`src/rtl/r2sa_pkg.sv`:
```
// Package for the weighted R-squared split scorer: item types, register codes and state codes.
package r2sa_pkg;

	localparam int MAX_TARGETS    = 4;
	localparam int MAX_CANDIDATES = 65536;
	localparam int CAND_W         = $clog2(MAX_CANDIDATES);
	localparam int TIX_W          = 2;
	localparam int VAL_W          = 48;
	localparam int WSUM_W         = 40;
	localparam int CNT_W          = 24;
	localparam int SPREAD_W       = 47;
	localparam int SCORE_W        = 32;
	localparam int CFG_IDX_W      = 3;
	localparam int CFG_DATA_W     = 47;

	// Register indexes of the configuration port.
	localparam logic [CFG_IDX_W-1:0] CFG_WEIGHT_SUM   = 3'd0;
	localparam logic [CFG_IDX_W-1:0] CFG_MIN_SIDE     = 3'd1;
	localparam logic [CFG_IDX_W-1:0] CFG_TGT_SPREAD_0 = 3'd2;
	localparam logic [CFG_IDX_W-1:0] CFG_TGT_SPREAD_1 = 3'd3;
	localparam logic [CFG_IDX_W-1:0] CFG_TGT_SPREAD_2 = 3'd4;
	localparam logic [CFG_IDX_W-1:0] CFG_TGT_SPREAD_3 = 3'd5;

	typedef struct packed {
		logic signed [VAL_W-1:0] pred_sum;
		logic signed [VAL_W-1:0] pred_square_sum;
		logic signed [VAL_W-1:0] cross_sum;
		logic [TIX_W-1:0]        target_index;
		logic [CNT_W-1:0]        left_count;
		logic [CNT_W-1:0]        right_count;
		logic                    last_target;
		logic                    last_candidate;
	} in_item_t;

	typedef struct packed {
		logic [SCORE_W-1:0] score;
		logic [CAND_W-1:0]  candidate_index;
		logic [CAND_W-1:0]  best_index;
		logic               scan_done;
	} out_item_t;

	typedef enum logic [3:0] {
		ST_IDLE,
		ST_MUL_A,
		ST_MUL_B,
		ST_VAR,
		ST_MUL_C,
		ST_MUL_N,
		ST_MUL_D,
		ST_SAT,
		ST_DIV,
		ST_ACC,
		ST_DONE
	} state_t;

	// Magnitude of a two's complement value; the most negative value maps to 2^47.
	function automatic logic [VAL_W-1:0] mag48(input logic [VAL_W-1:0] v);
		return v[VAL_W-1] ? (~v + {{(VAL_W-1){1'b0}}, 1'b1}) : v;
	endfunction

endpackage

```
`src/rtl/r_squared_split_argmax_top.sv`:
```
// Weighted R-squared split scorer with running argmax, built on a bit-serial multiplier.
//
//  Channel | Signals                          | Moves
//  in      | in_valid, in_ready, in_data      | one target item of a candidate
//  out     | out_valid, out_ready, out_data   | score and argmax of a closed candidate
//  cfg     | cfg_valid, cfg_ready, cfg_index, | one register write
//          | cfg_data                         |
//
// The time from one acceptance to the next is set by the shift-add multiplier (one multiplier
// bit a cycle, five products) and the 32-step restoring divider; the division is skipped when
// the term saturates, and the products after the variance are skipped when the variance or the
// target spread is zero. Items are taken one at a time.
// Reset clears the control state, the counters and the configuration registers to their reset values.
// A stalled output holds its item; the next item is still taken and worked on, and only
// its closing step waits for the output register to free up.
module r_squared_split_argmax_top (
	input  logic                                 clk,
	input  logic                                 arst_n,
	input  logic                                 in_valid,
	output logic                                 in_ready,
	input  r2sa_pkg::in_item_t                   in_data,
	output logic                                 out_valid,
	input  logic                                 out_ready,
	output r2sa_pkg::out_item_t                  out_data,
	input  logic                                 cfg_valid,
	output logic                                 cfg_ready,
	input  logic [r2sa_pkg::CFG_IDX_W-1:0]       cfg_index,
	input  logic [r2sa_pkg::CFG_DATA_W-1:0]      cfg_data
);

	localparam int P_W   = 144;
	localparam int Q_W   = 48;
	localparam int AB_W  = 96;
	localparam int VAR_W = 97;
	localparam int NUM_W = 172;
	localparam int DEN_W = 144;
	localparam int DVS_W = 175;

	r2sa_pkg::state_t state_q, state_d;

	// Configuration registers.
	logic [r2sa_pkg::WSUM_W-1:0]   wsum_q;
	logic [r2sa_pkg::CNT_W-1:0]    min_side_q;
	logic [r2sa_pkg::SPREAD_W-1:0] spread_q [r2sa_pkg::MAX_TARGETS];

	// Fields of the item at work.
	logic [r2sa_pkg::VAL_W-1:0]    m1_q, mc_q;
	logic                          s2neg_q;
	logic [r2sa_pkg::SPREAD_W-1:0] syy_q;
	logic                          tix_ok_q;
	logic [r2sa_pkg::CNT_W-1:0]    lc_q, rc_q;
	logic                          last_t_q, last_c_q;

	// Shared shift-add multiplier.
	logic [P_W-1:0] p_q, m_q, p_next;
	logic [Q_W-1:0] q_q;
	logic [5:0]     cnt_q;

	logic [AB_W-1:0]  a_q, b_q;
	logic [VAR_W-1:0] var_q, var_d;
	logic             varneg_q, varneg_d;
	logic [NUM_W-1:0] rem_q;
	logic [DEN_W-1:0] den_q;
	logic [DVS_W-1:0] dvs_q;
	logic [r2sa_pkg::SCORE_W-1:0] quo_q;

	// Score state.
	logic [r2sa_pkg::SCORE_W-1:0] acc_q, best_score_q;
	logic [r2sa_pkg::CAND_W-1:0]  cand_q, best_cand_q;

	logic                         out_valid_q;
	r2sa_pkg::out_item_t          out_q;

	logic                         in_fire, out_load, cnt_end, sat_hit, div_take;
	logic [r2sa_pkg::SCORE_W:0]   acc_sum;
	logic [r2sa_pkg::SCORE_W-1:0] score_d;

	assign in_fire  = in_valid && in_ready;
	assign cnt_end  = (cnt_q == 6'd0);
	assign p_next   = q_q[0] ? (p_q + m_q) : p_q;
	assign sat_hit  = ({4'b0, rem_q} >= {den_q, 32'b0});
	assign div_take = ({3'b0, rem_q} >= dvs_q);
	assign acc_sum  = {1'b0, acc_q} + {1'b0, quo_q};
	assign score_d  = (lc_q < min_side_q || rc_q < min_side_q) ? '0 : acc_q;

	// Signed variance from the two products.
	always_comb begin
		if (s2neg_q) begin
			var_d    = {1'b0, a_q} + {1'b0, b_q};
			varneg_d = 1'b1;
		end else if (a_q >= b_q) begin
			var_d    = {1'b0, a_q - b_q};
			varneg_d = 1'b0;
		end else begin
			var_d    = {1'b0, b_q - a_q};
			varneg_d = 1'b1;
		end
	end

	// Next state.
	always_comb begin
		state_d = state_q;
		case (state_q)
			r2sa_pkg::ST_IDLE:  if (in_fire) state_d = r2sa_pkg::ST_MUL_A;
			r2sa_pkg::ST_MUL_A: if (cnt_end) state_d = r2sa_pkg::ST_MUL_B;
			r2sa_pkg::ST_MUL_B: if (cnt_end) state_d = r2sa_pkg::ST_VAR;
			r2sa_pkg::ST_VAR: begin
				if (var_d == '0 || syy_q == '0 || !tix_ok_q) state_d = r2sa_pkg::ST_DONE;
				else state_d = r2sa_pkg::ST_MUL_C;
			end
			r2sa_pkg::ST_MUL_C: if (cnt_end) state_d = r2sa_pkg::ST_MUL_N;
			r2sa_pkg::ST_MUL_N: if (cnt_end) state_d = r2sa_pkg::ST_MUL_D;
			r2sa_pkg::ST_MUL_D: if (cnt_end) state_d = r2sa_pkg::ST_SAT;
			r2sa_pkg::ST_SAT: begin
				if (sat_hit) state_d = r2sa_pkg::ST_ACC;
				else state_d = r2sa_pkg::ST_DIV;
			end
			r2sa_pkg::ST_DIV:   if (cnt_end) state_d = r2sa_pkg::ST_ACC;
			r2sa_pkg::ST_ACC:   state_d = r2sa_pkg::ST_DONE;
			r2sa_pkg::ST_DONE: begin
				if (!last_t_q || out_load) state_d = r2sa_pkg::ST_IDLE;
			end
			default:            state_d = r2sa_pkg::ST_IDLE;
		endcase
	end

	// Handshake outputs.
	always_comb begin
		in_ready  = (state_q == r2sa_pkg::ST_IDLE);
		cfg_ready = 1'b1;
		out_load  = (state_q == r2sa_pkg::ST_DONE) && last_t_q
		            && (!out_valid_q || out_ready);
	end

	always_ff @(posedge clk or negedge arst_n) begin
		if (!arst_n) state_q <= r2sa_pkg::ST_IDLE;
		else state_q <= state_d;
	end

	// Configuration writes; indexes beyond the list are ignored.
	always_ff @(posedge clk or negedge arst_n) begin
		if (!arst_n) begin
			wsum_q     <= '0;
			min_side_q <= r2sa_pkg::CNT_W'(1);
			for (int i = 0; i < r2sa_pkg::MAX_TARGETS; i++) spread_q[i] <= '0;
		end else if (cfg_valid && cfg_ready) begin
			case (cfg_index)
				r2sa_pkg::CFG_WEIGHT_SUM:   wsum_q      <= cfg_data[r2sa_pkg::WSUM_W-1:0];
				r2sa_pkg::CFG_MIN_SIDE:     min_side_q  <= cfg_data[r2sa_pkg::CNT_W-1:0];
				r2sa_pkg::CFG_TGT_SPREAD_0: spread_q[0] <= cfg_data;
				r2sa_pkg::CFG_TGT_SPREAD_1: spread_q[1] <= cfg_data;
				r2sa_pkg::CFG_TGT_SPREAD_2: spread_q[2] <= cfg_data;
				r2sa_pkg::CFG_TGT_SPREAD_3: spread_q[3] <= cfg_data;
				default: ;
			endcase
		end
	end

	// Datapath: operand capture, serial products, variance and restoring division.
	always_ff @(posedge clk) begin
		case (state_q)
			r2sa_pkg::ST_IDLE: begin
				if (in_fire) begin
					m1_q     <= r2sa_pkg::mag48(in_data.pred_sum);
					mc_q     <= r2sa_pkg::mag48(in_data.cross_sum);
					s2neg_q  <= in_data.pred_square_sum[r2sa_pkg::VAL_W-1];
					syy_q    <= spread_q[in_data.target_index];
					tix_ok_q <= ({1'b0, in_data.target_index} < 3'(r2sa_pkg::MAX_TARGETS));
					lc_q     <= in_data.left_count;
					rc_q     <= in_data.right_count;
					last_t_q <= in_data.last_target;
					last_c_q <= in_data.last_candidate;
					p_q      <= '0;
					m_q      <= P_W'(wsum_q);
					q_q      <= r2sa_pkg::mag48(in_data.pred_square_sum);
					cnt_q    <= 6'd47;
				end
			end
			r2sa_pkg::ST_MUL_A, r2sa_pkg::ST_MUL_B, r2sa_pkg::ST_MUL_C,
			r2sa_pkg::ST_MUL_N, r2sa_pkg::ST_MUL_D: begin
				p_q   <= p_next;
				m_q   <= {m_q[P_W-2:0], 1'b0};
				q_q   <= {1'b0, q_q[Q_W-1:1]};
				cnt_q <= cnt_q - 6'd1;
				if (cnt_end) begin
					p_q <= '0;
					case (state_q)
						r2sa_pkg::ST_MUL_A: begin
							a_q   <= {p_next[87:0], 8'b0};
							m_q   <= P_W'(m1_q);
							q_q   <= m1_q;
							cnt_q <= 6'd47;
						end
						r2sa_pkg::ST_MUL_B: b_q <= p_next[AB_W-1:0];
						r2sa_pkg::ST_MUL_C: begin
							m_q   <= P_W'(p_next[AB_W-1:0]);
							q_q   <= Q_W'(wsum_q);
							cnt_q <= 6'd39;
						end
						r2sa_pkg::ST_MUL_N: begin
							rem_q <= {p_next[135:0], 36'b0};
							m_q   <= P_W'(var_q);
							q_q   <= Q_W'(syy_q);
							cnt_q <= 6'd46;
						end
						default: den_q <= p_next;
					endcase
				end
			end
			r2sa_pkg::ST_VAR: begin
				var_q    <= var_d;
				varneg_q <= varneg_d;
				p_q      <= '0;
				m_q      <= P_W'(mc_q);
				q_q      <= mc_q;
				cnt_q    <= 6'd47;
			end
			r2sa_pkg::ST_SAT: begin
				quo_q <= '1;
				dvs_q <= {den_q, 31'b0};
				cnt_q <= 6'd31;
			end
			r2sa_pkg::ST_DIV: begin
				if (div_take) rem_q <= rem_q - dvs_q[NUM_W-1:0];
				quo_q <= {quo_q[r2sa_pkg::SCORE_W-2:0], div_take};
				dvs_q <= {1'b0, dvs_q[DVS_W-1:1]};
				cnt_q <= cnt_q - 6'd1;
			end
			default: ;
		endcase
	end

	// Score accumulation, argmax and candidate counting.
	always_ff @(posedge clk or negedge arst_n) begin
		if (!arst_n) begin
			acc_q        <= '0;
			best_score_q <= '0;
			cand_q       <= '0;
			best_cand_q  <= '0;
		end else if (state_q == r2sa_pkg::ST_ACC) begin
			if (!varneg_q) acc_q <= acc_sum[r2sa_pkg::SCORE_W] ? '1 : acc_sum[r2sa_pkg::SCORE_W-1:0];
			else acc_q <= (acc_q > quo_q) ? (acc_q - quo_q) : '0;
		end else if (out_load) begin
			acc_q <= '0;
			if (last_c_q) begin
				cand_q       <= '0;
				best_score_q <= '0;
				best_cand_q  <= '0;
			end else begin
				cand_q <= cand_q + r2sa_pkg::CAND_W'(1);
				if (score_d > best_score_q) begin
					best_score_q <= score_d;
					best_cand_q  <= cand_q;
				end
			end
		end
	end

	// Output register.
	always_ff @(posedge clk or negedge arst_n) begin
		if (!arst_n) out_valid_q <= 1'b0;
		else if (out_load) out_valid_q <= 1'b1;
		else if (out_ready) out_valid_q <= 1'b0;
	end

	always_ff @(posedge clk) begin
		if (out_load) begin
			out_q.score           <= score_d;
			out_q.candidate_index <= cand_q;
			out_q.best_index      <= (score_d > best_score_q) ? cand_q : best_cand_q;
			out_q.scan_done       <= last_c_q;
		end
	end

	assign out_valid = out_valid_q;
	assign out_data  = out_q;

	// The output only turns valid from the closing step.
	a_out_from_done: assert property (@(posedge clk) disable iff (!arst_n)
		$rose(out_valid) |-> $past(state_q == r2sa_pkg::ST_DONE))
		else $error("output item appeared outside the closing step");

	// Restoring division keeps the remainder below twice the shifted divisor.
	a_div_bound: assert property (@(posedge clk) disable iff (!arst_n)
		state_q == r2sa_pkg::ST_DIV |-> {4'b0, rem_q} < {dvs_q, 1'b0})
		else $error("division remainder out of range");

	// Within a scan the best score never lies below a score just sent.
	a_best_tracks: assert property (@(posedge clk) disable iff (!arst_n)
		$rose(out_valid) && !out_data.scan_done |-> best_score_q >= out_data.score)
		else $error("best score below emitted score");

	// The end of a scan clears the candidate counter.
	a_scan_clear: assert property (@(posedge clk) disable iff (!arst_n)
		$rose(out_valid) && out_data.scan_done |-> cand_q == '0)
		else $error("candidate counter not cleared at end of scan");

endmodule

```
`config.mk`:
```
export PLATFORM = sky130hd
export DESIGN_NAME = r_squared_split_argmax_top
export DESIGN_NICKNAME = d
export VERILOG_FILES = /design/src/rtl/r2sa_pkg.sv /design/src/rtl/r_squared_split_argmax_top.sv
export SDC_FILE = /design/constraint.sdc
export NUM_CORES = 2
export LEC_CHECK = 0
export BUFFER_PORTS_ARGS = -buffer_cell sky130_fd_sc_hd__clkbuf_2
export CAP_MARGIN = 20
export CORE_UTILIZATION = 50
export DETAILED_ROUTE_END_ITERATION = 10
export PLACE_DENSITY = 0.66
export SLEW_MARGIN = 20
export SYNTH_ARGS = -nofsm -noshare
export SYNTH_HDL_FRONTEND = slang
export SYNTH_SLANG_ARGS = --single-unit
```
`constraint.sdc`:
```
create_clock -name clk -period 27 [get_ports clk]
set_input_delay 2.7 -clock clk [delete_from_list [all_inputs] [get_ports clk]]
set_output_delay 2.7 -clock clk [all_outputs]
set_load 0.02 [all_outputs]
```
==> impl_metrics.yaml <==
worst_hold_path:
  hold_path_class: "reg2reg"
  min_to: "out_valid"
  whs_path_depth: 2
  worstHoldStart: "last_t_q"
drt:
  vias: 100760
  drtAntennaViolNets: 0
  first_pass_iters: 9
  wirelength_mm: 453
  drt_iter0_markers: 12044
  drcViolationCount: 0
  post_drt_wl_per_cell_um: 29.2
  vias_per_cell: 6.50
critical_path:
  crit_slowest_cell: "buf_4"
  cp_max_fo: 60
  arrival_ns: 8.73
  reg2reg_to: "rem_q[80]"
  crit_required_ns: 27.49
  path_class: "reg2reg"
  cpMostUsedCell: "buf_4"
  r2r-start: "rem_q[3]"
  r2r_setup_slack_ns: 18.76
  path_delay_family: "compound AO/OA/AOI/OAI gates"
  crit_chain: "ha_1 -> nand2_1 -> o21bai_1 -> a31oi_1 -> a211o_1 -> a41o_1 -> nand4_1 -> a21oi_1 -> a21o_1 -> a21o_1 -> a41o_1 -> a32oi_1 -> o211ai_1 -> a311oi_1 -> o21ai_0 -> o211a_4 -> buf_4 -> buf_4 -> buf_4"
  max_stage_delay_ns: 0.85
  crit_path_start_kind: "register"
  crit_path_end_kind: "register"
  reg2reg_depth: 19
  worst-path-buf-inv: 3
power_and_ir_drop:
  clkPwrFrac_pct: 19.3
  power_leakage_nw: 52.4
  comb_power_share_pct: 49.2
  p_per_area_mw_per_mm2: 114
  switching_share_pct: 45.3
  internal-power_w: 0.00807
  switchingPower_w: 0.00667
  p_seq_share_pct: 31.5
  ir_worst_vdd_v: 0.0000979
synth:
  ys_seq_area_share_pct: 43.6
  synth_area_leaders: "edfxtp_1 36%, ha_1 9.3%, dfrtp_1 7.5%"
  synth_top_area_share_pct: 36.0
  synthSimpleGateAreaFrac_pct: 13.3
  ys_ff_latch: 1759
  synth_edf_count: 1406
  syn_nets: 13186
  yosys_warnings: 0
  synth_adder_area_share_pct: 9.36
  synth_area_leader_cell: "edfxtp_1"
  synth_ff_type: "edfxtp_1"
  async_flop_share_pct: 20.1
  synth.mux.area_fraction_pct: 4.59
  avgSynthCellArea_um2: 9.71
  synth_top_family_by_area: "compound AO/OA/AOI/OAI gates"
  synth_cell_type_count: 108
  netlist_instances: 12062
  synth_xor_area_share_pct: 3.98
  syn_area_mm2: 0.117
  synth_compound_area_share_pct: 20.2
grt:
  grt_pass1_wl_mm: 656
  grt_use_total_pct: 37.3
  grt_max_degree: 209
  busiest_layer: "met2"
  grt_pass1_vias: 96749
  antenna_found_initial: 39
  met2_usage_pct: 57.5
  grtUsageMet3_pct: 6.89
  grt-ovfl-total: 0
  met1_usage_pct: 49.3
sta:
  tns_ns: 0
  drv_slew: 0
  maxSlewHeadroom_pct: 13.4
  skew_ns: 0.107
  period_needed_ns: 8.24
  post-route-period-util_pct: 30.5
  fmax_mhz: 121
  hold_viol_final: 0
  rsz0062_at_grt: "false"
  whs_ns: 0.481
  tightestPinTransition_ns: 1.29
  setup_viol: 0
clocking:
  cts_tree: "done"
  clk_latency_ns: 0.94
  cts_hold_buf: 0
  post_cts_buffers: 0
  cts.clk_slew.worst_paths_ns: 0.07
  cts_buffer_depth: 3
  cts_inserted_buffers: 196
  cts.sinks: 1759
  cts-resized-gates: 0
  htreeDepth: 4
  cts_root_buf: "clkbuf_16"
floorplanning:
  floorplan.initialDensity_pct: 50.3
  core-area_mm2: 0.233
  pin_count: 319
  rows: 177
  dieHeight_um: 486
  fp.dieArea_mm2: 0.236
  die_w_um: 486
cells_and_area:
  syn2layout_area_growth_pct: 10.0
  num-nets-final: 13292
  fin_cells: 15491
  drive_above_1_share_pct: 10.5
place:
  gp_congestion: 1.07
  hpwlAfterDp_mm: 348
  placed_cells: 15098
  numPortBuffers: 317
run_status:
  status: "complete, no violations"
job:
  drv_cap: 0
[power by group through the flow]
stage | clock (W) | sequential (W) | combinational (W)
floorplan | 0 | 0.00484 | 0.00441
global placement | 0 | 0.00466 | 0.00699
detailed placement | 0 | 0.00468 | 0.00706
CTS | 0.00287 | 0.00464 | 0.00711
global route | 0.00297 | 0.00470 | 0.00769
finish | 0.00284 | 0.00465 | 0.00724
[state kept, by name, summed over array words and instances, names as in the netlist, 24 cells and up]
signal,flops
den_q,144
m_q,144
mc_q,48
rem_q,172
q_q,48
b_q,96
var_q,97
m1_q,48
min_side_q,24
out_data,65
best_score_q,32
wsum_q,40
dvs_q,175
quo_q,32
rc_q,24
a_q,88
spread_q,188
syy_q,47
p_q,144
lc_q,24
acc_q,32
[tightest hold or removal path, cell delays in order (launching register included)]
cell	delay, ns
edfxtp_1	0.33
nand2_1	0.07
nand2_1	0.06
[stage by stage]
stage / setup WS, ns / cell area, um2 / utilization [%] / power (W)
final: 18.76 / 129000 / 55.4 / 0.0147
after detailed placement: 18.98 / 122000 / 52.4 / 0.0117
after global routing: 18.45 / 129000 / 55.4 / 0.0154
after global placement: 19.18 / 122000 / 52.4 / 0.0116
after CTS: 18.93 / 129000 / 55.3 / 0.0146
after floorplan: 6.96 / 117000 / - / 0.00925
[placed cells by master, fill, tap and decap left out, types with 199 or more instances in the layout]
| master | n |
|---|---|
| dfrtp_1 | 352 |
| inv_1 | 934 |
| edfxtp_1 | 1406 |
| nand2_1 | 845 |
| ha_1 | 867 |
| xnor2_1 | 361 |
| nand4_1 | 240 |
| a21oi_1 | 1132 |
| clkbuf_2 | 314 |
| clkbuf_16 | 199 |
| o21ai_0 | 872 |
| mux2_2 | 270 |
| nor2_1 | 907 |
| a21o_1 | 334 |
[final cells by class]
| cell class | instances | area (um2) |
|---|---|---|
| fillers | 20723 | 104000 |
| multi-input cells | 8764 | 60500 |
| flip-flops and latches | 1759 | 51100 |
| clock buffers | 242 | 5200 |
| well taps | 3132 | 3920 |
| inverters | 941 | 3530 |
| repair buffers | 506 | 3080 |
| clock inverters | 123 | 1540 |
| diodes | 24 | 60.1 |
[routing by layer]
layer  vias up  wire length, um
li1      44962                -
met2      5093           201000
met3      1025            38700
met5         -              144
met4        24            30200
met1     49656           183000
[cells by family (layout without fill, tap and decap cells)]
family | Yosys count | count (layout)
AOI/OAI and AO/OA | 3702 | 3702
and+or+nand+nor | 3210 | 3210
DFF | 1759 | 1759
buffers and inverters | 1539 | 1812
adders and majority gates | 873 | 873
xor gates and xnor gates | 533 | 533
muxes | 445 | 445
other | 1 | 25
[Yosys cell counts (136+ instances only)]
| master | number |
|---|---|
| inv_1 | 937 |
| o21ai_0 | 877 |
| clkbuf_1 | 508 |
| nand2_1 | 847 |
| xor2_1 | 172 |
| a21oi_1 | 1135 |
| edfxtp_1 | 1406 |
| ha_1 | 867 |
| nor2b_1 | 136 |
| xnor2_1 | 361 |
| o21bai_1 | 177 |
| nor2_1 | 911 |
| nor3_1 | 177 |
| nand3_1 | 196 |
| mux2_2 | 270 |
| dfrtp_1 | 352 |
| a21o_1 | 334 |
| nand4_1 | 240 |
[worst max-delay path by stage]
stage | slack (ns) | startpoint | to | cells after the start
after floorplan | 6.96 | in_valid | m_q[0] | 2
after global placement | 19.18 | rem_q[3] | rem_q[66] | 19
after detailed placement | 18.98 | rem_q[3] | rem_q[66] | 19
after CTS | 18.93 | rem_q[3] | rem_q[80] | 19
after global routing | 18.45 | rem_q[3] | rem_q[82] | 19
final | 18.76 | rem_q[3] | rem_q[80] | 19
Note: power is estimated with default switching activity, not from simulation.
